<file path="src/design/ipce_ram.sv">
// Generic single-write, single-read synchronous RAM with registered read data.
// No dependencies.
module ipce_ram #(
  parameter int WIDTH = 8,
  parameter int DEPTH = 64,
  parameter int AW    = $clog2(DEPTH)
) (
  input  logic             clk,
  input  logic             we,
  input  logic [AW-1:0]    waddr,
  input  logic [WIDTH-1:0] wdata,
  input  logic             re,
  input  logic [AW-1:0]    raddr,
  output logic [WIDTH-1:0] rdata
);

  logic [WIDTH-1:0] mem [DEPTH];

  always_ff @(posedge clk) begin
    if (we) begin
      mem[waddr] <= wdata;
    end
    if (re) begin
      rdata <= mem[raddr];
    end
  end

endmodule

</file>
<file path="config.mk">
export PLATFORM = sky130hd
export DESIGN_NAME = ipce_ram
export DESIGN_NICKNAME = d
export VERILOG_FILES = /design/src/design/ipce_ram.sv
export SDC_FILE = /design/constraint.sdc
export NUM_CORES = 1
export LEC_CHECK = 0
export BUFFER_PORTS_ARGS = -buffer_cell sky130_fd_sc_hd__buf_2
export CORE_ASPECT_RATIO = 0.5
export CORE_MARGIN = 2
export CORE_UTILIZATION = 30
export DETAILED_ROUTE_END_ITERATION = 6
export PLACE_DENSITY = 0.55
export SLEW_MARGIN = 10
export SYNTH_ARGS = -nofsm -noshare
export SYNTH_HDL_FRONTEND = slang
export SYNTH_SLANG_ARGS = --single-unit
</file>
<file path="constraint.sdc">
create_clock -name clk -period 2.57 [get_ports clk]
set_input_delay 0.514 -clock clk [delete_from_list [all_inputs] [get_ports clk]]
set_output_delay 0.514 -clock clk [all_outputs]
set_load 0.03 [all_outputs]
</file>
### Word level (Yosys, flattened, before mapping)

Memories as Yosys holds them, arrays and structs flattened. A register that Yosys moved wholly into a read port is not among the register bits.
Index checks and enable logic that the tools add are counted.

* multiplexer cells: 2

Operators by type and width (count)
* 1-bit two-way mux: 2

* memory bits (writable): 512
* memories kept: 1
* bits in registers: 0

Memory list
* mem: words 64, bits a word 8, read ports 1, clocked after memory_dff 1, wr ports 1, line 17 `logic [WIDTH-1:0] mem [DEPTH];`

### Depth between registers and ports, before layout

* depth in word-level cells: 2
* gate-level depth with buffers: 9

### Least setup slack after synthesis

Ideal clock, no wire load.

* path type: input to register
* start point: input port raddr[1]
* end point: register rdata[3], read port of mem, data pin
* setup time: 0.266 ns
* stages: 7
* data arrival time: 2.054 ns
* slack: 0.250 ns
* cells stage by stage: buf_4 > buf_2 > buf_2 > mux4_2 > mux4_2 > o21ai_1 > o41ai_1

RTL lines
* start, declared: line 13 `input logic [AW-1:0] raddr,`
* end, declared: line 14 `output logic [WIDTH-1:0] rdata`

==> flow_summary.yaml <==
run_status:
  outcome: "finished clean"
clock_network:
  cts_buffers: 52
  postCtsResizedCells: 0
  cts_max_level: 2
  cts_tree: "built"
  clk_pin_slew_ns: 0.06
  clkLatencyLatePin_ns: 0.58
  cts_setup_buffers: 0
  clk_path_buf_depth: 3
  postCtsHoldBufs: 0
  cts-root-buf: "clkbuf_16"
  cts_sinks: 520
critical_path:
  end_kind: "flop"
  r2r-start: "mem[55][7]"
  crit_start: "raddr[0]"
  cp.arrival_ns: 2.57
  start_kind: "primary input"
  rrSetupSlack_ns: 0.40
  rr_worst_depth: 4
  crit_required_ns: 2.88
  crit_path_max_fanout: 15
  worstSetupPathType: "in2reg"
  rr_endpoint: "rdata[7]"
  crit_end: "rdata[7]"
final_layout:
  instances_no_fill: 2052
  post-route-util_pct: 36.0
  diodes: 0
  final_nets: 1145
  drive_above_1_share_pct: 33.5
  syn_to_final_growth_pct: 19.1
yosys:
  syn_inst: 940
  ys_seq_elements: 520
  ys_top_cells_by_area: "edfxtp_1 77%, mux4_2 14%, nor2_1 1.5%"
  yosysTopAreaCell: "edfxtp_1"
  ys_seq_area_share_pct: 77.1
  yosys.cell_types.count: 39
  post_synth_instance_area_um2: 20200
  synth_nets: 963
  yosysWarnings: 0
  yosysTopAreaCellShare_pct: 77.1
  syn_avg_cell_area_um2: 21.5
drt:
  wl_met1_um: 21300
  drc_errors: 0
  ant_nets: 0
  vias: 9900
  wl_um: 47600
  drtIter0Drc: 934
  wl_met3_um: 2560
  viasPerCell: 4.82
  first_pass_iters: 5
  wl_met2_um: 22700
  routedWlPerCell_um: 23.2
  top_layer: "met4"
timing:
  slew_violations: 0
  holdWs_ns: 0.321
  post-route-period-util_pct: 88.1
  timing.final.hold_violations: 0
  setup_tns_ns: 0
  slew_headroom_pct: 47.9
  tightest_slew_ns: 0.782
  finalCriticalPeriod_ns: 2.26
  rsz0062_at_grt: "false"
  fmax_ghz: 0.442
  setup_viol: 0
  fin_worst_skew_ns: 0.0181
placed_design:
  hpwl_um: 31300
  io_buffers: 30
  dp_cells: 1965
  gp_congestion: 0.813
global_route:
  grt_max_degree: 65
  grtUsageTotal_pct: 13.6
  antenna_found_initial: 0
  grt_first_pass_wirelength_um: 70000
  grt_pass1_vias: 10300
  grt_overflow: 0
run:
  cap_violations: 0
power_and_ir_drop:
  power_density_nw_per_um2: 736
  p_leak_nw: 7.70
  finalPower_mw: 17.7
  vdd_drop_max_mv: 0.451
die:
  ios: 31
  rows: 67
  start_util_pct: 30.3
  dieArea_um2: 69700
  fp.dieW_um: 371
  fp.coreArea_um2: 66900
  die_h_um: 188
min_path:
  hp-class: "in2reg"
==> cell type report <==
| type | count | area [um2] |
|---|---|---|
| multi-input cells | 369 | 4320 |
| flip-flops and latches | 520 | 15600 |
| well taps | 897 | 1120 |
| clock inverters | 23 | 244 |
| clock buffers | 64 | 1370 |
| fillers | 6184 | 42800 |
| repair buffers | 179 | 1450 |
==> Yosys cell counts (all sizes together) <==
library cell  count
a211oi            4
mux4            126
o311ai            1
nor3              7
nor2             83
nand3            13
nand4             2
a221oi            6
a21oi             3
a2111oi           2
o21ai             4
o32ai             2
nand4b            1
edfxtp          520
a31oi             1
nand2b            7
nand2            19
o221ai            8
mux2i            23
nor2b            14
nor4              2
buf              34
o221a             2
mux2             13
o21a              2
a22oi             3
o2bb2ai           3
nand3b            3
o22ai             8
or3               1
and2              1
o41ai             2
clkbuf           17
o2111ai           3
==> worst min path at each step <==
stage / start / slack (ns) / end / cells after the start
detailed placement: re / 0.91 / rdata[3] / 1
global placement: re / 0.90 / rdata[3] / 1
finish: re / 0.32 / rdata[1] / 1
global route: re / 0.31 / rdata[5] / 1
CTS: re / 0.30 / rdata[2] / 1
floorplan: wdata[0] / 0.61 / mem[0][0] / 0
==> kinds of logic (layout without fill, tap and decap cells) <==
family	Yosys count	count (layout)	share of synthesized area, %
DFF	520	520	77.1
and+or+nand+nor	153	153	3.37
AOI/OAI and AO/OA	54	54	2.06
buffers and inverters	51	266	1.56
muxes	162	162	15.9
==> per-stage QoR <==
| stage | setup slack (ns) | instance area (um2) |
|---|---|---|
| after floorplan | 0.250 | 20200 |
| after global routing | 0.261 | 24100 |
| after detailed placement | -0.259 | 22500 |
| after global placement | -0.254 | 22500 |
| final | 0.307 | 24100 |
| after CTS | 0.355 | 24100 |
==> cells in the final DEF, fill, tap and decap left out, types with 2 or more instances in the layout <==
master	instances
edfxtp_1	520
buf_4	138
mux4_2	126
nor2_1	83
clkbuf_16	53
buf_2	27
mux2i_1	23
nand2_1	19
nor2b_1	14
mux2_2	13
nand3_1	13
buf_12	13
clkbuf_1	11
clkinv_1	9
o221ai_1	8
o22ai_1	8
nand2b_1	7
nor3_1	7
a221oi_1	6
bufinv_16	5
clkinv_2	5
a211oi_1	4
nand3b_1	3
a21oi_1	3
a22oi_1	3
o2111ai_1	3
o2bb2ai_1	3
inv_6	3
o221a_2	2
nor4_1	2
o32ai_1	2
a2111oi_0	2
o21a_1	2
o21ai_1	2
o41ai_1	2
nand4_1	2
o21ai_0	2
==> registers in the layout, indices dropped and copies added (netlist names) <==
| register | cells |
|---|---|
| mem | 512 |
| rdata | 8 |
==> per-layer routing <==
layer | track usage [%] | vias to the layer above
met2 | 22.1 | 284
met5 | 0 | -
li1 | - | 4291
met3 | 2.41 | 61
met4 | 3.55 | 0
met1 | 19.0 | 5264
==> report_power, final <==
part | internal, mW | total (mW) | switching, mW
clock network | 4.25 | 7.30 | 3.06
logic | 0.408 | 1.00 | 0.592
registers | 9.41 | 9.43 | 0.0233
==> critical path: stages <==
cell and delay (ns):
clkbuf_8 0.25, buf_12 0.22, mux4_2 0.54, mux4_2 0.48, o21ai_0 0.46, nand2_1 0.10
Power figures use the tool's default switching activity.
