===== src/design/ipce_pkg.sv =====
// Shared types and constants for the IPC endpoint rendezvous table.
// Used by the core, ipce_alloc, ipce_exec and the testbench; depends on nothing.
package ipce_pkg;

  localparam int NUM_ENDPOINTS = 64;
  localparam int MSG_WIDTH     = 64;
  localparam int EP_W          = 6;
  localparam int TASK_W        = 6;
  localparam int PORT_MSG_W    = 64;
  localparam int EP_AW         = $clog2(NUM_ENDPOINTS);
  localparam int GRP_SIZE      = 8;
  localparam int GRP_AW        = $clog2(GRP_SIZE);
  localparam int NUM_GRPS      = NUM_ENDPOINTS / GRP_SIZE;
  localparam int SEL_AW        = EP_AW - GRP_AW;

  typedef enum logic [1:0] {
    OP_CREATE  = 2'd0,
    OP_DESTROY = 2'd1,
    OP_SEND    = 2'd2,
    OP_RECEIVE = 2'd3
  } op_t;

  typedef enum logic [1:0] {
    ST_DONE  = 2'd0,
    ST_FAIL  = 2'd1,
    ST_BLOCK = 2'd2
  } status_t;

  typedef enum logic {
    S_IDLE,
    S_EXEC
  } state_t;

  // One endpoint entry as stored in the table memory.
  typedef struct packed {
    logic                 pend;
    logic                 snd_wait;
    logic [TASK_W-1:0]    snd_id;
    logic                 rcv_wait;
    logic [TASK_W-1:0]    rcv_id;
    logic [MSG_WIDTH-1:0] payload;
  } entry_t;

  localparam int ENTRY_W = $bits(entry_t);

  // Update of the active marks.
  typedef struct packed {
    logic             set;
    logic             clr;
    logic [EP_AW-1:0] idx;
  } act_upd_t;

  // Everything one request produces in its execute cycle.
  typedef struct packed {
    logic              wr_en;
    logic [EP_AW-1:0]  wr_addr;
    entry_t            wr_data;
    act_upd_t          act;
    status_t           status;
    logic [EP_W-1:0]   created;
    logic [MSG_WIDTH-1:0] received;
    logic              wake_valid;
    logic [TASK_W-1:0] wake_task;
  } exec_out_t;

endpackage


===== src/design/ipce_alloc.sv =====
// Active marks of all endpoints and the lowest-free-endpoint finder.
// Depends on ipce_pkg. Keeps a registered per-group free summary.
module ipce_alloc
  import ipce_pkg::*;
(
  input  logic             clk,
  input  logic             rst,
  input  act_upd_t         upd,
  input  logic [EP_AW-1:0] query_idx,
  output logic             query_act,
  output logic             free_found,
  output logic [EP_AW-1:0] free_idx
);

  logic [NUM_ENDPOINTS-1:0] active;
  logic [NUM_ENDPOINTS-1:0] active_next;
  logic [NUM_GRPS-1:0]      grp_free;
  logic [NUM_GRPS-1:0]      grp_free_next;
  logic [SEL_AW-1:0]        grp_sel;
  logic [GRP_SIZE-1:0]      grp_bits;
  logic [GRP_AW-1:0]        bit_sel;

  always_comb begin
    active_next = active;
    if (upd.set) begin
      active_next[upd.idx] = 1'b1;
    end
    if (upd.clr) begin
      active_next[upd.idx] = 1'b0;
    end
    for (int g = 0; g < NUM_GRPS; g++) begin
      grp_free_next[g] = ~&active_next[g*GRP_SIZE +: GRP_SIZE];
    end
  end

  always_ff @(posedge clk) begin
    if (rst) begin
      active   <= '0;
      grp_free <= '1;
    end else begin
      active   <= active_next;
      grp_free <= grp_free_next;
    end
  end

  // Pick the lowest group with room, then the lowest free slot in it.
  always_comb begin
    grp_sel = '0;
    for (int g = NUM_GRPS - 1; g >= 0; g--) begin
      if (grp_free[g]) begin
        grp_sel = SEL_AW'(g);
      end
    end
    grp_bits = active[grp_sel*GRP_SIZE +: GRP_SIZE];
    bit_sel  = '0;
    for (int i = GRP_SIZE - 1; i >= 0; i--) begin
      if (!grp_bits[i]) begin
        bit_sel = GRP_AW'(i);
      end
    end
  end

  assign free_found = |grp_free;
  assign free_idx   = {grp_sel, bit_sel};
  assign query_act  = active[query_idx];

endmodule


===== config.mk =====
export PLATFORM = sky130hd
export DESIGN_NAME = ipce_alloc
export DESIGN_NICKNAME = d
export VERILOG_FILES = /design/src/design/ipce_pkg.sv /design/src/design/ipce_alloc.sv
export SDC_FILE = /design/constraint.sdc
export NUM_CORES = 1
export LEC_CHECK = 0
export BUFFER_PORTS_ARGS = -buffer_cell sky130_fd_sc_hd__buf_2
export CAP_MARGIN = 25
export CORE_AREA = 2 2 96 98
export CTS_BUF_LIST = sky130_fd_sc_hd__clkbuf_16
export CTS_CLUSTER_DIAMETER = 120
export DETAILED_ROUTE_END_ITERATION = 16
export DIE_AREA = 0 0 98 100
export PLACE_DENSITY = 0.67
export SYNTH_ARGS = -nofsm -noshare
export SYNTH_HDL_FRONTEND = slang
export SYNTH_SLANG_ARGS = --single-unit
export TNS_END_PERCENT = 20

===== constraint.sdc =====
create_clock -name clk -period 3.5 [get_ports clk]
set_clock_uncertainty 0.1 [all_clocks]
set_input_delay 0.525 -clock clk [delete_from_list [all_inputs] [get_ports clk]]
set_output_delay 0.525 -clock clk [all_outputs]
set_load 0.05 [all_outputs]

# Word-level counts from Yosys, hierarchy flattened
# Index checks and enable logic that the tools add are counted.
[word_totals] reg_bits=72 wordCells=49
[classes] shift=1 bitwise=3 order_cmp=3 reduce_logical=18 muxes=22
[ops] operator="$mux W64" count=2
[ops] operator="$and A64 B64 Y64" count=1
[ops] operator="$not A64 Y64" count=1
[ops] operator="$or A64 B64 Y64" count=1
[ops] operator="$reduce_and A8 Y1" count=8
[ops] operator="$shiftx A64 B7 Y8" count=1
[ops] operator="$mux W3" count=16
[ops] operator="$lt A6 B7 Y1 const B" count=2
[ops] operator="$logic_not A1 Y1" count=8
[ops] operator="$reduce_or A8 Y1" count=1
[ops] operator="$bmux W1 S6" count=1
[ops] operator="$demux W1 S6" count=1
[ops] operator="$ge A6 B1 Y1 const B" count=1
[ops] operator="$mux W1" count=2
[ops] operator="$logic_and A1 B1 Y1" count=1

# Logic depth before layout (Yosys ltp)
# Gate-level depths: netlist of the first run.
[logic_depth] ltp_word=17 ltp_mapped=9 depth_no_buf=7

# Least setup slack after synthesis of the first run
# No wires, ideal clock.
[synth_path] kind="reg-to-output" start="register grp_free[6]" end="output port free_idx[1]" path_stages_with_launch=9 slack_ps=63 t_arrival_ps=2812 path_buffers=1 required_ps=2875 path_cell_list="dfxtp_1 > nor2_1 > nor3_1 > o31ai_4 > buf_4 > mux4_2 > mux2i_4 > o211ai_1 > a21boi_1"
[synth_between] elab_chain_len=16
[synth_rtl] item="start, declared" line_no="ipce_alloc.sv:17" source="logic [NUM_GRPS-1:0] grp_free;"
[synth_rtl] item="start signal, assigned" line_no="ipce_alloc.sv:42" source="grp_free <= grp_free_next;"
[synth_rtl] item="$mux W3 (*) (7 in series)" line_no="ipce_alloc.sv:50" source="if (grp_free[g]) begin"
[synth_rtl] item="$shiftx A64 B7 Y8 (*)" line_no="ipce_alloc.sv:54" source="grp_bits = active[grp_sel*GRP_SIZE +: GRP_SIZE];"
[synth_rtl] item="$mux W3 (7 in series)" line_no="ipce_alloc.sv:57" source="if (!grp_bits[i]) begin"
[synth_rtl] item="$mux W3 (*)" line_no="ipce_alloc.sv:57"
[synth_rtl] item="end, declared" line_no="ipce_alloc.sv:12" source="output logic [EP_AW-1:0] free_idx"
# Every way passes the cells marked *; elsewhere a longest branch is shown, timed or not.

# Worst setup path after layout of the first run
[layout_path] start="register grp_free[2]" end="output port free_idx[1]"
[layout_between] elab_chain_len=12
[layout_rtl] item="$mux W3 (*) (3 in series)" line_no="ipce_alloc.sv:50"
[layout_rtl] item="$shiftx A64 B7 Y8 (*)" line_no="ipce_alloc.sv:54"
[layout_rtl] item="$mux W3 (7 in series)" line_no="ipce_alloc.sv:57"
[layout_rtl] item="$mux W3 (*)" line_no="ipce_alloc.sv:57"
# Marks and branches as above.

==> out/qor.yml, run 1 <==
timing.final.crit_period_ns: 3.43
outcome: "completed"
root_buffer: "clkbuf_16"
cts_buffers: 9
final.setup.tns_ns: 0
worst-path-max-fanout: 6
antenna_found_initial: 0
syn_nets: 457
area_delta_synth_final_pct: 14.6
synth.area.top_cells: "dfxtp_1 (36%), mux4_2 (16%), nor2_1 (12%), o22ai_1 (8.5%), mux2i_1 (3.7%)"
port-buffer-count: 23
p_leak_nw: 1.69
gp_routability_congestion: 0.920
clock_path_buffers: 2
finalWirelength_um: 12700
async_flop_share_pct: 0
first_iter_violations: 456
reg2reg_depth: 4
vdd_ir_drop_max_mv: 0.204
wire_per_inst_um: 22.3
synth_flop_cell: "dfxtp_1"
critical_path_required_ns: 2.87
route.detailed.drc: 0
max_slew.worst_pin.slew_ns: 0.702
grt_pass1_vias: 3539
maxSlewHeadroom_pct: 53.0
crit_type: "reg2out"
firstDrtPassIters: 5
synth.yosys.seq_area_share_pct: 35.6
ys_types: 47
nNetsFinal: 471
instances_no_fill: 571
setup_violations: 0
rsz0062_at_grt: "true"
synthTopCellsByCount: "nor2_1 (128), dfxtp_1 (72), o22ai_1 (55)"
cts.sinks: 72
clock_power_share_pct: 50.8
syn_inst: 441
yosys_warnings: 0
final_max_slew_viol_count: 0
grt.overflow.total: 0
n_antenna_cell: 0
ant_nets: 0
swShare_pct: 23.4
period_share_pct: 98.1
hold_violations: 0
p_int_mw: 1.49
fin_area_mm2: 0.00464
hold_path.class: "reg2reg"
htreeDepth: 3
cts_tree: "yes"
netlist_area_mm2: 0.00405
achievable-frequency_mhz: 291
critPathArrivalTime_ns: 2.81
grt_pass1_wl_um: 19900
syn_avg_cell_area_um2: 9.18
synth.top_cell.area_share_pct: 35.6
ys_seq_elements: 72
coreArea_mm2: 0.00889
p_per_area_mw_per_mm2: 419
dp.cells: 551
min_path_cells: 2
vias: 3755
dieArea_mm2: 0.00980
yosysMostFrequentCell: "nor2_1"
cts-hold-fix-buffers: 0
p_seq_share_pct: 42.7
die_width_um: 98
yosysTopAreaCell: "dfxtp_1"
fp.dieH_um: 100
end_kind: "output port"
start_kind: "flop"
row_count: 35
maxCapViolations: 0
p_switching_uw: 454
hpwl_um: 8980
ios: 24
start_util_pct: 45.6
clk_pin_slew_worst_paths_ns: 0.06
vias_per_cell: 6.58
drive_above_1_share_pct: 21.5
comb_power_share_pct: 6.5
synth-edff-count: 0
place_area_mm2: 0.00426
grt_max_degree: 38
grt_usage_pct: 26.8
clk-insertion-delay-late_ns: 0.34
worst max-delay path, stage by stage, from the launching register on:
cell      delay [ns]
dfxtp_1         0.38
nor4_4          0.36
o41ai_4         0.16
buf_4           0.20
inv_4           0.08
mux4_2          0.54
mux2i_4         0.20
o211ai_1        0.14
a21boi_1        0.19
buf_4           0.22
final cells by class:
| class | count | area (um2) |
|---|---|---|
| Clock buffer | 9 | 225 |
| Clock inverter | 7 | 95.1 |
| Fill cell | 800 | 4250 |
| Inverter | 3 | 13.8 |
| Multi-Input combinational cell | 334 | 2480 |
| Sequential cell | 72 | 1440 |
| Tap cell | 111 | 139 |
| Timing Repair Buffer | 35 | 248 |
what timing repair did:
action	in CTS	in global routing
setup buffers	4	0
endpoints found under the hold margin	0	0
setup endpoints to repair	3	3
resized for setup	2	8
pin swaps	1	0
cells in the final DEF (no fill, tap or decap), types with 3 or more instances in the layout:
cell type,n
nand3_1,13
nand2_1,14
mux2_2,5
o22ai_1,55
clkbuf_16,9
dfxtp_1,72
mux4_2,30
nor4_1,9
nor2_1,127
buf_4,11
a211oi_1,7
mux2i_1,14
nand2b_1,3
buf_12,3
a21oi_1,8
nor2b_1,5
buf_2,21
nor3_1,5
mux4_1,3
metal layers:
layer / GRT usage (%) / wire length, um
met5: 0 / 0
met4: 14.6 / 657
met3: 6.75 / 1400
met2: 39.7 / 5600
met1: 36.2 / 5060
final timing paths:
kind	from	slack (ns)	to
worst max-delay path	grp_free[2]	0.07	free_idx[1]
worst min-delay path	active[49]	0.46	active[49]
worst max register to register	active[38]	1.87	grp_free[4]
worst min register to register	active[49]	0.46	active[49]
flip-flops by register name (all words and copies together) (netlist names):
name,cells
grp_free,8
active,64
power groups by stage:
| stage | combinational, mW | sequential, mW | clock [mW] |
|---|---|---|---|
| 6_report | 0.127 | 0.831 | 0.987 |
| 5_1_grt | 0.137 | 0.830 | 1.02 |
| 4_1_cts | 0.124 | 0.830 | 0.984 |
| 3_5_place_dp | 0.123 | 0.848 | 0 |
| 3_3_place_gp | 0.118 | 0.848 | 0 |
| 2_1_floorplan | 0.0847 | 0.846 | 0 |
through the flow:
step	hold WS, ns	setup WS, ns	power [mW]	utilization, %
after floorplan	0.381	0.0626	0.930	-
after global placement	0.420	0.117	0.966	47.7
after detailed placement	0.437	0.0817	0.971	47.9
after CTS	0.450	0.0260	1.94	52.0
after global routing	0.486	-0.0188	1.99	52.2
final	0.455	0.0654	1.94	52.2
cell families (layout without fill, tap and decap cells):
kind of cell	after synthesis	count (layout)	share of synthesized area [%]
mux	55	55	24.7
simple gates	196	196	21.7
buf+inv	35	54	3.68
compound gates	83	83	14.3
flops	72	72	35.6
Note: power is estimated with default switching activity, not from simulation.
==> inputs of run 2 (changes only) <==
--- a/config.mk
+++ b/config.mk
@@ -5,14 +5,15 @@
 export SDC_FILE = /design/constraint.sdc
 export NUM_CORES = 1
 export LEC_CHECK = 0
+export ABC_AREA = 1
 export BUFFER_PORTS_ARGS = -buffer_cell sky130_fd_sc_hd__buf_2
 export CAP_MARGIN = 25
-export CORE_AREA = 2 2 96 98
+export CORE_AREA = 2 2 101 103
 export CTS_BUF_LIST = sky130_fd_sc_hd__clkbuf_16
 export CTS_CLUSTER_DIAMETER = 120
 export DETAILED_ROUTE_END_ITERATION = 16
-export DIE_AREA = 0 0 98 100
-export PLACE_DENSITY = 0.67
+export DIE_AREA = 0 0 103 105
+export PLACE_DENSITY = 0.6
 export SYNTH_ARGS = -nofsm -noshare
 export SYNTH_HDL_FRONTEND = slang
 export SYNTH_SLANG_ARGS = --single-unit
==> run 2 against run 1 <==
Final area increased by 9.5%; count of clock-buffer cells in the layout unchanged; global-route usage increased by 4.8 points; sequential power about the same; sequential share of layout area decreased by 2.7 points; first-iteration DRC count increased by 4.2%.
==> out/qor.yml, run 2 <==
outcome: "completed"
vias: 5073
hold_violations: 0
clock_path_buffers: 2
ios: 24
area_delta_synth_final_pct: 13.0
final.setup.tns_ns: 0
cts_tree: "yes"
r2r-start: "active[63]"
netlist_area_mm2: 0.00450
grt_usage_pct: 31.6
ant_nets: 0
crit_type: "in2out"
slowest_delay_ns: 0.40
root_buffer: "clkbuf_16"
cts.sinks: 72
cts-hold-fix-buffers: 0
achievable-frequency_mhz: 313
crit_start: "query_idx[1]"
crit_chain: "buf_2, inv_1, a21oi_1, a221oi_1, o311ai_0, o211ai_1, nand2_1, buf_2"
fp.dieH_um: 105
grt_pass1_vias: 4547
p_int_mw: 1.50
start_util_pct: 46.7
place_area_mm2: 0.00475
p_switching_uw: 525
syn_avg_cell_area_um2: 6.27
synthTopCellsByCount: "nand2_1 (136), o21ai_0 (123), nor2_1 (98)"
nNetsFinal: 746
hpwl_um: 11700
coreArea_mm2: 0.00964
port-buffer-count: 23
firstDrtPassIters: 5
largest_reg_flops: 64
syn_nets: 733
critPathArrivalTime_ns: 2.57
p_leak_nw: 1.85
vdd_ir_drop_max_mv: 0.431
route.detailed.drc: 0
ys_seq_elements: 72
maxCapViolations: 0
crit_slowest_cell: "inv_1"
grt.overflow.total: 0
clk_pin_slew_worst_paths_ns: 0.06
r2r-end: "grp_free[7]"
antenna_found_initial: 0
gp_routability_congestion: 1.05
worst-path-max-fanout: 19
drive_above_1_share_pct: 12.0
reg2reg_depth: 5
setup_violations: 0
cpMostUsedCell: "buf_2"
comb_power_share_pct: 9.6
layout_common_cells: "nand2_1 (136), o21ai_0 (122), nor2_1 (98)"
synth.area.top_cells: "dfxtp_1 (32%), o21ai_0 (14%), nand2_1 (11%), nor2_1 (8.2%), inv_1 (5.8%)"
row_count: 36
grt_pass1_wl_um: 25400
worstSetupEndpoint: "query_act"
wire_per_inst_um: 18.8
start_kind: "primary input"
p_per_area_mw_per_mm2: 397
yosys_warnings: 0
yosysTopAreaCell: "dfxtp_1"
synth.top_cell.area_share_pct: 32.0
reg2reg_slack_ns: 2.01
largest_register: "active"
period_share_pct: 91.3
syn_inst: 717
clk-insertion-delay-late_ns: 0.35
maxSlewHeadroom_pct: 41.3
ys_types: 33
p_seq_share_pct: 41.1
end_kind: "output port"
vias_per_cell: 5.84
synth-edff-count: 0
rsz0062_at_grt: "false"
synth.yosys.seq_area_share_pct: 32.0
synth_flop_cell: "dfxtp_1"
final_common_cell: "nand2_1"
swShare_pct: 26.0
final_max_slew_viol_count: 0
clock_power_share_pct: 49.3
die_width_um: 103
cts_buffers: 9
first_iter_violations: 475
yosysMostFrequentCell: "nand2_1"
largestRegisters: "active (64), grp_free (8)"
hold_path.class: "reg2reg"
finalWirelength_um: 16400
max_slew.worst_pin.slew_ns: 0.880
critical_path_required_ns: 2.87
htreeDepth: 3
n_antenna_cell: 0
grt_max_degree: 55
async_flop_share_pct: 0
dieArea_mm2: 0.0108
fin_area_mm2: 0.00508
timing.final.crit_period_ns: 3.19
fin_total_pwr_mw: 2.02
## run 2: kinds of logic (layout without fill, tap and decap cells)
group	after synthesis	after routing	synth area share, %
compound gates	216	216	26.5
simple gates	309	309	30.8
flops	72	72	32.0
buf+inv	120	138	10.7
## run 2: layout make-up
type,count,area (um2)
Clock buffer,9,225
Clock inverter,7,96.3
Fill cell,1015,4560
Inverter,84,319
Multi-Input combinational cell,525,2580
Sequential cell,72,1440
Tap cell,133,166
Timing Repair Buffer,38,253
## run 2: worst min-delay path by stage
stage	start	cells past startpoint	end	slack, ns
4_1_cts	active[33]	2	active[33]	0.48
5_1_grt	active[33]	2	active[33]	0.51
2_1_floorplan	active[38]	2	active[38]	0.41
6_report	active[33]	2	active[33]	0.47
3_5_place_dp	active[33]	2	active[33]	0.46
3_3_place_gp	active[33]	2	active[33]	0.45
## run 2: layer usage
| layer | part of all wire, % | vias up | GRT usage (%) | wire length, um |
|---|---|---|---|---|
| met3 | 9.0 | 42 | 7.76 | 1470 |
| met4 | 4.3 | 0 | 14.5 | 697 |
| met2 | 43 | 260 | 44.9 | 6990 |
| li1 | - | 2438 | - | - |
| met5 | 0 | - | 0 | 0 |
| met1 | 44 | 2333 | 44.6 | 7190 |
## run 2: power by group through the flow
stage | Combinational (mW) | Sequential, mW | Clock (mW)
after global placement | 0.188 | 0.847 | 0
after floorplan | 0.116 | 0.845 | 0
after CTS | 0.190 | 0.829 | 1.01
final | 0.194 | 0.829 | 0.996
after global routing | 0.210 | 0.829 | 1.05
after detailed placement | 0.189 | 0.847 | 0
## run 2: what timing repair did
action / in CTS / in global routing
setup buffers: 0 / 0
gates resized for setup: 0 / 3
setup endpoints to repair: 0 / 3
## run 2: through the flow
| stage | setup WS (ns) | hold WS [ns] | utilization [%] | std cells |
|---|---|---|---|---|
| final | 0.306 | 0.467 | 52.7 | 868 |
| after global routing | 0.0812 | 0.511 | 52.7 | 868 |
| after CTS | 0.218 | 0.476 | 52.6 | 868 |
| after detailed placement | 0.405 | 0.463 | 49.3 | 852 |
| after global placement | 0.376 | 0.451 | 49.3 | 852 |
| after floorplan | 0.242 | 0.408 | - | 717 |
## run 2: critical path, delay by kind of cell
| family | cells | cell delay, ns |
|---|---|---|
| buf+inv | 3 | 1.03 |
| simple gates | 1 | 0.12 |
| compound gates | 4 | 0.88 |
