$ cat config.mk
export PLATFORM = sky130hd
export DESIGN_NAME = ipce_exec
export DESIGN_NICKNAME = d
export VERILOG_FILES = /design/src/design/ipce_pkg.sv /design/src/design/ipce_exec.sv
export SDC_FILE = /design/constraint.sdc
export NUM_CORES = 1
export LEC_CHECK = 0
export ABC_AREA = 1
export BUFFER_PORTS_ARGS = -buffer_cell sky130_fd_sc_hd__buf_2
export CORE_AREA = 2 2 131 133
export DETAILED_ROUTE_END_ITERATION = 7
export DIE_AREA = 0 0 133 135
export GPL_TIMING_DRIVEN = 0
export PLACE_DENSITY = 0.58
export SLEW_MARGIN = 10
export SYNTH_ARGS = -nofsm -noshare
export SYNTH_HDL_FRONTEND = slang
export SYNTH_SLANG_ARGS = --single-unit
$ cat constraint.sdc
create_clock -name vclk -period 1.6
set_input_delay 0.08 -clock vclk [all_inputs]
set_output_delay 0.08 -clock vclk [all_outputs]
set_load 0.01 [all_outputs]
$ cat src/design/ipce_pkg.sv
// Shared types and constants for the IPC endpoint rendezvous table.
// Used by the core, ipce_alloc, ipce_exec and the testbench; depends on nothing.
package ipce_pkg;

  localparam int NUM_ENDPOINTS = 64;
  localparam int MSG_WIDTH     = 64;
  localparam int EP_W          = 6;
  localparam int TASK_W        = 6;
  localparam int PORT_MSG_W    = 64;
  localparam int EP_AW         = $clog2(NUM_ENDPOINTS);
  localparam int GRP_SIZE      = 8;
  localparam int GRP_AW        = $clog2(GRP_SIZE);
  localparam int NUM_GRPS      = NUM_ENDPOINTS / GRP_SIZE;
  localparam int SEL_AW        = EP_AW - GRP_AW;

  typedef enum logic [1:0] {
    OP_CREATE  = 2'd0,
    OP_DESTROY = 2'd1,
    OP_SEND    = 2'd2,
    OP_RECEIVE = 2'd3
  } op_t;

  typedef enum logic [1:0] {
    ST_DONE  = 2'd0,
    ST_FAIL  = 2'd1,
    ST_BLOCK = 2'd2
  } status_t;

  typedef enum logic {
    S_IDLE,
    S_EXEC
  } state_t;

  // One endpoint entry as stored in the table memory.
  typedef struct packed {
    logic                 pend;
    logic                 snd_wait;
    logic [TASK_W-1:0]    snd_id;
    logic                 rcv_wait;
    logic [TASK_W-1:0]    rcv_id;
    logic [MSG_WIDTH-1:0] payload;
  } entry_t;

  localparam int ENTRY_W = $bits(entry_t);

  // Update of the active marks.
  typedef struct packed {
    logic             set;
    logic             clr;
    logic [EP_AW-1:0] idx;
  } act_upd_t;

  // Everything one request produces in its execute cycle.
  typedef struct packed {
    logic              wr_en;
    logic [EP_AW-1:0]  wr_addr;
    entry_t            wr_data;
    act_upd_t          act;
    status_t           status;
    logic [EP_W-1:0]   created;
    logic [MSG_WIDTH-1:0] received;
    logic              wake_valid;
    logic [TASK_W-1:0] wake_task;
  } exec_out_t;

endpackage

$ cat src/design/ipce_exec.sv
// Read-modify-write step on one endpoint entry: decides status, wake and writeback.
// Depends on ipce_pkg; purely combinational.
module ipce_exec
  import ipce_pkg::*;
(
  input  op_t                  op,
  input  logic [EP_W-1:0]      ep,
  input  logic [TASK_W-1:0]    caller,
  input  logic [MSG_WIDTH-1:0] msg,
  input  entry_t               entry,
  input  logic                 ep_active,
  input  logic                 free_found,
  input  logic [EP_AW-1:0]     free_idx,
  output exec_out_t            res
);

  logic in_range;
  logic usable;

  assign in_range = ({1'b0, ep} < (EP_W + 1)'(NUM_ENDPOINTS));
  assign usable   = in_range && ep_active;

  always_comb begin
    res            = '0;
    res.status     = ST_DONE;
    res.wr_addr    = ep[EP_AW-1:0];
    res.wr_data    = entry;
    res.act.idx    = ep[EP_AW-1:0];
    case (op)
      OP_CREATE: begin
        if (free_found) begin
          res.created   = EP_W'(free_idx);
          res.act.set   = 1'b1;
          res.act.idx   = free_idx;
          res.wr_en     = 1'b1;
          res.wr_addr   = free_idx;
          res.wr_data   = '0;
        end else begin
          res.status = ST_FAIL;
        end
      end
      OP_DESTROY: begin
        res.act.clr = in_range;
      end
      OP_SEND: begin
        if (!usable) begin
          res.status = ST_FAIL;
        end else begin
          res.wr_en           = 1'b1;
          res.wr_data.payload = msg;
          res.wr_data.pend    = 1'b1;
          if (entry.rcv_wait) begin
            res.wake_valid       = 1'b1;
            res.wake_task        = entry.rcv_id;
            res.wr_data.rcv_wait = 1'b0;
          end else begin
            res.wr_data.snd_wait = 1'b1;
            res.wr_data.snd_id   = caller;
            res.status           = ST_BLOCK;
          end
        end
      end
      OP_RECEIVE: begin
        if (!usable) begin
          res.status = ST_FAIL;
        end else begin
          res.wr_en = 1'b1;
          if (entry.pend) begin
            res.received     = entry.payload;
            res.wr_data.pend = 1'b0;
            if (entry.snd_wait) begin
              res.wake_valid       = 1'b1;
              res.wake_task        = entry.snd_id;
              res.wr_data.snd_wait = 1'b0;
            end
          end else begin
            res.wr_data.rcv_wait = 1'b1;
            res.wr_data.rcv_id   = caller;
            res.status           = ST_BLOCK;
          end
        end
      end
      default: begin
        res.status = ST_FAIL;
      end
    endcase
  end

endmodule

== Word-level counts from Yosys, hierarchy flattened ==
Index checks and enable logic that the tools add are counted.

* Output and inout bits: 173
* Input bits: 165
* Word-level logic and storage cells: 40
* Register bits after elaboration: 0

* Eq/ne operators: 3
* Reduce and logical (&&, ||, !) cells: 2
* Muxes and demuxes: 35

{| class="wikitable"
|+ Operators by type and width
! operator !! count
|-
| 2-to-1 mux 71 bit || 2
|-
| 2-to-1 mux 64 bit || 2
|-
| one-hot mux 64 bit (2 select lines) || 1
|-
| 2-to-1 mux 87 bit || 1
|-
| 2-to-1 mux 7 bit || 6
|-
| 2-to-1 mux 6 bit || 5
|-
| one-hot mux 6 bit (2 select lines) || 2
|-
| one-hot mux 7 bit (2 select lines) || 1
|-
| one-hot mux 2 bit (3 select lines) || 2
|-
| 2-to-1 mux 2 bit || 5
|-
| 2-to-1 mux 9 bit || 1
|-
| 2-to-1 mux 1 bit || 5
|-
| == test 2 bit, second input constant || 2
|-
| one-hot mux 1 bit (3 select lines) || 1
|-
| == test 2 x 1 -> 1 bit, second input constant || 1
|-
| zero test 2 bit || 1
|-
| one-hot mux 1 bit (2 select lines) || 1
|-
| OR reduction 2 bit || 1
|}

== Depth between registers and ports, before layout ==
Gate-level depths: netlist (run 1).

* Word-level depth: 4
* Mapped depth: 7
* Depth with buffers taken out: 7

== Least setup slack after synthesis (run 1) ==
OpenSTA, ideal clock, no wires.

* Path type: in2out
* Start: input port op[0]
* End: output port res[167] in the netlist's numbering
* Data arrival time: 1258 ps
* Stages on the path: 6
* Data required time: 1520 ps
* Setup slack: 262 ps
* Cell sequence: inv_1 > ha_1 > inv_1 > clkbuf_1 > o21ai_0 > buf_4

{| class="wikitable"
|+ RTL lines
! what !! RTL line !! RTL
|-
| start: declaration || ipce_exec.sv:6 || <nowiki>input op_t op,</nowiki>
|-
| end: declaration || ipce_exec.sv:14 || <nowiki>output exec_out_t res</nowiki>
|}

==> results of run 1 <==
[cell families after synthesis]
logic type | after synthesis | share of synthesized area, %
AND/OR/NAND/NOR | 298 | 44.6
AO/OA/AOI/OAI | 154 | 28.9
buffers and inverters | 131 | 23.8
adder cells (fa/ha/maj) | 6 | 2.69
[routing by layer]
| metal | global-route usage [%] | vias up | routed length [µm] |
|---|---|---|---|
| li1 | - | 2504 | - |
| met1 | 19.9 | 2094 | 6860 |
| met2 | 29.2 | 213 | 7870 |
| met3 | 1.73 | 13 | 969 |
| met4 | 2.09 | 0 | 221 |
| met5 | 0 | - | 0 |
[repair_timing]
| action | 4_1_cts | 5_1_grt |
|---|---|---|
| setup endpoints to repair | 75 | 58 |
| cloned | 0 | 3 |
| resized for setup | 15 | 16 |
| pin swaps | 1 | 1 |
| setup buffers | 3 | 1 |
[synthesized netlist by cell type, drive strengths merged]
| library cell | count | area share, % |
|---|---|---|
| a21oi | 9 | 1.6 |
| buf | 33 | 11 |
| clkbuf | 15 | 2.0 |
| ha | 6 | 2.7 |
| inv | 83 | 11 |
| nand2 | 141 | 20 |
| nand3 | 4 | 0.72 |
| nand4 | 6 | 1.3 |
| nor2 | 147 | 23 |
| o21ai | 144 | 27 |
| o21bai | 1 | 0.27 |
[layout make-up]
type | instances | area (µm²)
Tap cell | 220 | 275
Timing Repair Buffer | 342 | 1810
Inverter | 83 | 314
Multi-Input combinational cell | 458 | 2140
Buffer | 48 | 408
Fill cell | 1912 | 11500
[metrics by stage]
stage	util [%]	setup TNS (ns)	hold slack (ns)
floorplan	-	0	0.247
global placement	28.9	-9.90	0.451
detailed placement	28.9	-10.65	0.448
CTS	29.4	-0.000494	0.451
global route	30.2	0	0.472
finish	30.2	0	0.450
[power by group through the flow]
| stage | clock network [W] | logic (W) | registers [W] |
|---|---|---|---|
| floorplan | 0 | 0.000678 | 0 |
| global route | 0 | 0.00157 | 0 |
| finish | 0 | 0.00143 | 0 |
| detailed placement | 0 | 0.00134 | 0 |
| CTS | 0 | 0.00138 | 0 |
| global placement | 0 | 0.00133 | 0 |
[cell usage in the layout, fill, tap and decap left out, types with 7 or more instances in the layout]
| cell | instances |
|---|---|
| sky130_fd_sc_hd__a21oi_1 | 9 |
| sky130_fd_sc_hd__clkbuf_1 | 7 |
| sky130_fd_sc_hd__nand2_1 | 137 |
| sky130_fd_sc_hd__inv_1 | 80 |
| sky130_fd_sc_hd__nor2_1 | 114 |
| sky130_fd_sc_hd__buf_2 | 342 |
| sky130_fd_sc_hd__o21ai_1 | 17 |
| sky130_fd_sc_hd__buf_4 | 10 |
| sky130_fd_sc_hd__buf_6 | 12 |
| sky130_fd_sc_hd__nor2_2 | 32 |
| sky130_fd_sc_hd__o21ai_0 | 120 |
| sky130_fd_sc_hd__clkbuf_2 | 7 |
[critical path: stages]
cell	delay [ns]
sky130_fd_sc_hd__buf_4	0.11
sky130_fd_sc_hd__inv_2	0.06
sky130_fd_sc_hd__ha_2	0.19
sky130_fd_sc_hd__buf_12	0.15
sky130_fd_sc_hd__o21ai_4	0.14
sky130_fd_sc_hd__buf_12	0.14
sky130_fd_sc_hd__buf_12	0.14
sky130_fd_sc_hd__clkbuf_16	0.14
sky130_fd_sc_hd__nand2_1	0.04
sky130_fd_sc_hd__o21ai_0	0.08
sky130_fd_sc_hd__buf_2	0.17
[worst max path at each step]
stage / startpoint / end / slack [ns] / cells after the start
detailed placement: op[0] / res[147] / -0.52 / 8
global route: op[0] / res[125] / 0.0007 / 11
global placement: op[0] / res[147] / -0.50 / 8
floorplan: op[0] / res[167] / 0.26 / 6
finish: op[0] / res[140] / 0.07 / 11
CTS: op[0] / res[93] / -0.0005 / 11
==> reports/summary.txt, run 1 <==
Gr ovfl total - 0
Initial core utilization - 17.0%
Largest fanout on the critical path - 9
Number of instances on the worst hold path - 4
Global-route wire length before repair - 23.0 mm
Area growth from synthesis to layout - 77.3%
Critical setup path kind - input port to primary output
Residual DRC - 0
Hold-fix buffer count after cts - 0
FFs & Latches - 0
Pin slew with the least headroom to its limit - 0.689 ns
Number of warnings printed during yosys synthesis - 0
Max-slew headroom - 54.1%
Routability-driven placement congestion ratio - 0.900
Clock share of power - 0%
Capture endpoint of the worst hold path - res[151]
Count of input and output buffers - 335
Core area - 0.0164 mm²
Final routed wire length divided by cell count - 13.8 µm
Post-synthesis cell type count - 23
Logic pwr share - 100.0%
Startpoint type of the worst setup path - input port
Diode count - 0
Die H - 135 µm
Kind of path behind the tightest hold check - input port to primary output
Final Instance Count excl. Fillers - 1151
Worst setup margin - 0.0686 ns
Leak - 3.11 nW
Result of the run - finished clean
Unrepaired setup endpoints after global routing - no
Fraction of the yosys area taken by sequential cells - 0%
Gate count after technology mapping - 589
Data arrival time of the critical path - 1.45 ns
Final cycle utilization of the critical path - 95.7%
Average size of a mapped cell - 4.74 µm²
Cell count after placement - 1144
Worst IR drop on VDD - 0.119 mV
Fin nets - 1104
Register area - 0 µm²
HPWL after DPL - 13.0 mm
Peak Freq - 653 MHz
Global routing usage summed across all routing layers - 15.7%
Die Outline Area - 0.0180 mm²
Type of destination of the critical path - primary output
Post-Synthesis Net Count - 760
# clk buffers - 0
Min-delay src - entry[64]
Post-route ant nets - 0
Via count - 4824
Setup violations, final - 0
First-pass detailed-route iteration total - 5
Post-route design area - 0.00495 mm²
Largest net degree at the start of global routing - 11
Number of global-route vias before repair - 4377
Hold Violations, Final - 0
Wire length after detailed routing - 15.9 mm
Pwr dens - 288 mW/mm²
Number of rows created at floorplan - 47
Total of max-cap violations - 0
Proportion of layout cells with a drive suffix above 1 - 46.4%
Post-synthesis cell area - 0.00279 mm²
Max-slew violation total from the final report - 0
Total power - 0.00143 W
Final Critical Period - 1.53 ns
Vias per cell - 4.19
Number of violations reported at the end of detailed-routing iteration 0 - 240
Sequential share of power - 0%
Antenna violations before repair - 0
Placed cell area - 0.00474 mm²
Horizontal die dimension - 133 µm
Post-Place Setup Slack - -0.517 ns
Count of pins on the block boundary - 338
Design internal power - 0.000619 W
Switching Share - 56.6%
Required time of the critical path - 1.52 ns
Switching power summed over all nets - 0.000807 W
No activity file was read; power rests on OpenSTA's default activity.
==> run 2, diff against run 1 <==
--- a/config.mk
+++ b/config.mk
@@ -11,7 +11,7 @@
 export DETAILED_ROUTE_END_ITERATION = 7
 export DIE_AREA = 0 0 133 135
 export GPL_TIMING_DRIVEN = 0
-export PLACE_DENSITY = 0.58
+export PLACE_DENSITY = 0.51
 export SLEW_MARGIN = 10
 export SYNTH_ARGS = -nofsm -noshare
 export SYNTH_HDL_FRONTEND = slang
==> run 2 against run 1 <==
  * Cell area fell by 1.8%
  * Flip-flop and latch count did not move
  * Wire length rose by 2.5%
  * Sequential share of layout area did not move
  * Fmax rose by 3.2%
  * Worst hold slack got worse by 0.0019 ns
  * Non-clock buffer count fell by 3
  * Via count barely moved
  * Critical endpoint is now res[94]
  * Largest cell class is now multi-input combinational cells
==> reports/summary.txt, run 2 (synthesized netlist as in run 1, its figures left out) <==
Result of the run - finished clean
Number of rows created at floorplan - 47 (unchanged)
Top delay family on crit path - buffers and inverters
Pwr dens - 285 mW/mm² (-1.2%)
HPWL after DPL - 13.4 mm (+2.8%)
Vias per cell - 4.20 (+0.18%)
Unrepaired setup endpoints after global routing - no
Horizontal die dimension - 133 µm (unchanged)
Antenna violations before repair - 0 (unchanged)
Global routing usage summed across all routing layers - 16.5% (+0.78 points)
Critical setup path kind - input port to primary output
Peak Freq - 674 MHz (+3.2%)
Number of global-route vias before repair - 4469 (+2.1%)
FFs & Latches - 0 (unchanged)
Final Critical Period - 1.48 ns (-0.0472 ns)
Worst-path cell with the longest stage delay - sky130_fd_sc_hd__ha_2
Clock share of power - 0% (unchanged)
Count of pins on the block boundary - 338 (unchanged)
Type of destination of the critical path - primary output
Largest fanout on the critical path - 10 (+1)
Pin slew with the least headroom to its limit - 0.557 ns (-0.132 ns)
Hold Violations, Final - 0 (unchanged)
Proportion of layout cells with a drive suffix above 1 - 46.4% (about the same)
Design internal power - 0.000585 W (-5.5%)
Die H - 135 µm (unchanged)
Required time of the critical path - 1.52 ns (about the same)
Final Instance Count excl. Fillers - 1148 (-0.26%)
Switching Share - 57.7% (+1.1 points)
Fin nets - 1101 (-0.27%)
Setup violations, final - 0 (unchanged)
Sequential share of power - 0% (unchanged)
Global-route wire length before repair - 24.0 mm (+4.2%)
Total of max-cap violations - 0 (unchanged)
First-pass detailed-route iteration total - 4 (-1)
Gr ovfl total - 0 (unchanged)
Startpoint type of the worst setup path - input port
Via count - 4820 (-0.083%)
Final routed wire length divided by cell count - 14.2 µm (+2.8%)
Cell count after placement - 1144 (unchanged)
Kind of path behind the tightest hold check - input port to primary output
Die Outline Area - 0.0180 mm² (unchanged)
Aggregate negative setup slack - 0 ns (unchanged)
Post-route design area - 0.00486 mm² (-1.8%)
Placed cell area - 0.00474 mm² (unchanged)
Cells along the critical path - buf_2, inv_2, ha_2, buf_6, o21ai_4, buf_12, buf_6, nand2_1, o21ai_0, buf_2
Number of violations reported at the end of detailed-routing iteration 0 - 176 (-27%)
Area growth from synthesis to layout - 74.1%
Max-slew headroom - 62.9% (+8.8 points)
Logic pwr share - 100.0% (about the same)
Count of input and output buffers - 335 (unchanged)
Buffering stage count on the worst path with inverters included - 6 (-1)
Leak - 3.07 nW (-1.3%)
Switching power summed over all nets - 0.000798 W (-1.1%)
Initial core utilization - 17.0% (unchanged)
# clk buffers - 0 (unchanged)
Leading cell types in the layout, fill and taps excluded - sky130_fd_sc_hd__buf_2 (346), sky130_fd_sc_hd__nand2_1 (137), sky130_fd_sc_hd__o21ai_0 (121)
Post-Place Setup Slack - -0.395 ns (+0.122 ns)
Post-route ant nets - 0 (unchanged)
Max stage delay on crit path - 0.20 ns (about the same)
Data arrival time of the critical path - 1.40 ns (-0.05 ns)
Max-slew violation total from the final report - 0 (unchanged)
Largest net degree at the start of global routing - 11 (unchanged)
Residual DRC - 0 (unchanged)
Worst setup margin - 0.116 ns (+0.0472 ns)
Worst IR drop on VDD - 0.108 mV (-8.8%)
Core area - 0.0164 mm² (unchanged)
Worst Hold Slack - 0.448 ns (-0.00189 ns)
Most common cell after layout, fill and taps aside - sky130_fd_sc_hd__buf_2
Wire length after detailed routing - 16.3 mm (+2.5%)
Routability-driven placement congestion ratio - 0.858 (-4.7%)
Final cycle utilization of the critical path - 92.8% (-2.9 points)
Diode count - 0 (unchanged)
Register area - 0 µm² (unchanged)
## run 2: changes by cell type in the layout (fill, tap and decap cells not counted), moves of 2 or more
cell | previous run | this run
sky130_fd_sc_hd__buf_12 | 5 | 2
sky130_fd_sc_hd__buf_2 | 342 | 346
sky130_fd_sc_hd__buf_4 | 10 | 8
sky130_fd_sc_hd__buf_6 | 12 | 15
sky130_fd_sc_hd__clkbuf_16 | 3 | 1
sky130_fd_sc_hd__clkbuf_2 | 7 | 4
sky130_fd_sc_hd__o21ai_1 | 17 | 14
sky130_fd_sc_hd__o21ai_2 | 6 | 8
## run 2: per-layer routing
| layer | vias to the layer above | routed length (µm) | GRT usage (%) |
|---|---|---|---|
| met1 | 2113 | 6800 | 20.1 |
| li1 | 2496 | - | - |
| met2 | 205 | 8300 | 31.7 |
| met4 | 0 | 96 | 1.02 |
| met5 | - | 0 | 0 |
| met3 | 6 | 1110 | 2.40 |
## run 2: path summary, 6_finish.rpt
kind,from,end,depth (start not counted)
worst min-delay path,entry[69],res[156],4
worst max-delay path,op[0],res[94],10
## run 2: cell type report
type	instances	area, µm²
multi-input cells	458	2150
well taps	220	275
fillers	1905	11500
plain buffers	48	387
inverters	83	314
repair buffers	339	1740
## run 2: power by group through the flow
stage | combinational (W) | sequential [W] | clock (W)
after CTS | 0.00138 | 0 | 0
after floorplan | 0.000678 | 0 | 0
after global routing | 0.00153 | 0 | 0
final | 0.00138 | 0 | 0
after global placement | 0.00134 | 0 | 0
after detailed placement | 0.00134 | 0 | 0
## run 2: timing repair
| action | CTS | global route |
|---|---|---|
| gates cloned | 0 | 2 |
| buffers inserted | 2 | 0 |
| hold buffers | 0 | 0 |
| pin swaps | 1 | 1 |
| gates resized for setup | 15 | 14 |
| setup endpoints to repair | 77 | 69 |
## run 2: tightest hold or removal path, delay by kind of cell
kind,cells,cell delay (ns)
buf+inv,2,0.20
simple gates,2,0.08
## run 2: metrics by stage
| step | utilization, % | total power, W |
|---|---|---|
| finish | 29.6 | 0.00138 |
| global route | 29.6 | 0.00153 |
| CTS | 29.3 | 0.00138 |
| detailed placement | 28.9 | 0.00134 |
| global placement | 28.9 | 0.00134 |
| floorplan | - | 0.000678 |
==> run 3, diff against run 2 <==
==> constraint.sdc (replaced) <==
create_clock -name vclk -period 1.85
set_input_delay 0.0925 -clock vclk [all_inputs]
set_output_delay 0.0925 -clock vclk [all_outputs]
set_load 0.01 [all_outputs]
==> run 3 against run 2 <==
  * Non-clock buffer count is 3 lower
  * Total power down 16%
  * Wire length is 0.61% lower
  * Combinational power down 15%
  * Highest routed layer unchanged
==> reports/summary.txt, run 3 (synthesized netlist as in run 1, its figures left out) <==
Worst IR drop on VDD - 0.100 mV (-7.5%)
Initial core utilization - 17.0% (unchanged)
Setup violations, final - 0 (unchanged)
HPWL after DPL - 13.4 mm (unchanged)
# clk buffers - 0 (unchanged)
Global routing usage summed across all routing layers - 16.5% (about the same)
FFs & Latches - 0 (unchanged)
Post-route ant nets - 0 (unchanged)
Core area - 0.0164 mm² (unchanged)
Count of input and output buffers - 335 (unchanged)
Total of max-cap violations - 0 (unchanged)
Critical setup path kind - input port to primary output
Unrepaired setup endpoints after global routing - no
Result of the run - finished clean
Hold Violations, Final - 0 (unchanged)
Proportion of layout cells with a drive suffix above 1 - 45.3% (-1.1 points)
Vias per cell - 4.18 (-0.49%)
Register area - 0 µm² (unchanged)
First-pass detailed-route iteration total - 4 (unchanged)
Final Instance Count excl. Fillers - 1145 (-0.26%)
Required time of the critical path - 1.76 ns (+0.24 ns)
Post-Place Setup Slack - -0.170 ns (+0.225 ns)
Area growth from synthesis to layout - 70.9%
Final cycle utilization of the critical path - 90.5%
Number of violations reported at the end of detailed-routing iteration 0 - 187 (+6.3%)
Pwr dens - 244 mW/mm² (-14%)
Via count - 4784 (-0.75%)
Max-slew headroom - 61.3% (-1.6 points)
Max-slew violation total from the final report - 0 (unchanged)
Data arrival time of the critical path - 1.58 ns (+0.18 ns)
Count of pins on the block boundary - 338 (unchanged)
Wire length after detailed routing - 16.2 mm (-0.61%)
Cells along the critical path - buf_2, inv_1, ha_1, buf_4, clkbuf_2, o21ai_0, o21ai_0, buf_2
Startpoint type of the worst setup path - input port
Horizontal die dimension - 133 µm (unchanged)
Number of rows created at floorplan - 47 (unchanged)
Number of global-route vias before repair - 4467 (-0.045%)
Residual DRC - 0 (unchanged)
Antenna violations before repair - 0 (unchanged)
Kind of path behind the tightest hold check - input port to primary output
Global-route wire length before repair - 24.0 mm (unchanged)
Largest net degree at the start of global routing - 11 (unchanged)
Gr ovfl total - 0 (unchanged)
Worst-path cell with the longest stage delay - sky130_fd_sc_hd__clkbuf_2
Layout filler cell count - 1914 (+0.47%)
Hold-fix buffer count after cts - 0 (unchanged)
Final cell utilization of the core - 29.1% (-0.54 points)
Diode count - 0 (unchanged)
Max stage delay on crit path - 0.38 ns (+0.18 ns)
Largest fanout on the critical path - 10 (unchanged)
Die H - 135 µm (unchanged)
Fin nets - 1098 (-0.27%)
Cell count after placement - 1144 (unchanged)
Routability-driven placement congestion ratio - 0.858 (unchanged)
Pin slew with the least headroom to its limit - 0.580 ns (+0.0233 ns)
Worst setup margin - 0.176 ns (+0.0604 ns)
Die Outline Area - 0.0180 mm² (unchanged)
Final routed wire length divided by cell count - 14.2 µm (-0.35%)
Final Critical Period - 1.67 ns
Top delay family on crit path - buffers and inverters
Peak Freq - 597 MHz
Buffering stage count on the worst path with inverters included - 5 (-1)
Most common cell after layout, fill and taps aside - sky130_fd_sc_hd__buf_2
Type of destination of the critical path - primary output
Leak - 3.02 nW (-1.5%)
Leading cell types in the layout, fill and taps excluded - sky130_fd_sc_hd__buf_2 (343), sky130_fd_sc_hd__nand2_1 (137), sky130_fd_sc_hd__o21ai_0 (123)
-- run 3: changes by cell type in the layout (fill, tap and decap cells not counted), sizes merged --
cell,delta
buf,-5
clkbuf,+2
-- run 3: path summary, 6_finish.rpt --
kind                  start  endpoint  slack (ns)  cells after the start
hold / removal    entry[69]  res[156]        0.47                      4
setup / recovery      op[0]  res[147]        0.18                      8
-- run 3: through the flow --
step | TNS (ns) | hold slack [ns] | total power (W) | cell area, µm²
4_1_cts | 0 | 0.478 | 0.00117 | 4740
2_1_floorplan | 0 | 0.272 | 0.000586 | 2790
5_1_grt | 0 | 0.508 | 0.00129 | 4770
3_3_place_gp | -0.832 | 0.477 | 0.00116 | 4740
3_5_place_dp | -1.18 | 0.476 | 0.00116 | 4740
6_report | 0 | 0.473 | 0.00117 | 4770
-- run 3: what timing repair did --
action	in CTS	in global routing
gates resized for setup	1	7
endpoints found under the setup margin	10	18
setup buffers	0	1
pin swaps	0	1
-- run 3: area by class of cell --
cell class	count	area, µm²	area share [%]
tap	220	275	5.77
timing repair buffer	336	1700	35.6
buffer	48	357	7.47
inverter	83	314	6.58
multi-input combinational	458	2130	44.6
-- run 3: report_power, final --
| group | internal, W | switching, W | total, W |
|---|---|---|---|
| sequential | 0 | 0 | 0 |
| clock | 0 | 0 | 0 |
| combinational | 0.000481 | 0.000685 | 0.00117 |
| total | 0.000481 | 0.000685 | 0.00117 |
-- run 3: routing by layer --
layer  global-route usage (%)  wire length [µm]
met5                        0                 0
met4                     1.02                99
met3                     2.40              1120
met2                     31.7              8200
met1                     20.2              6800
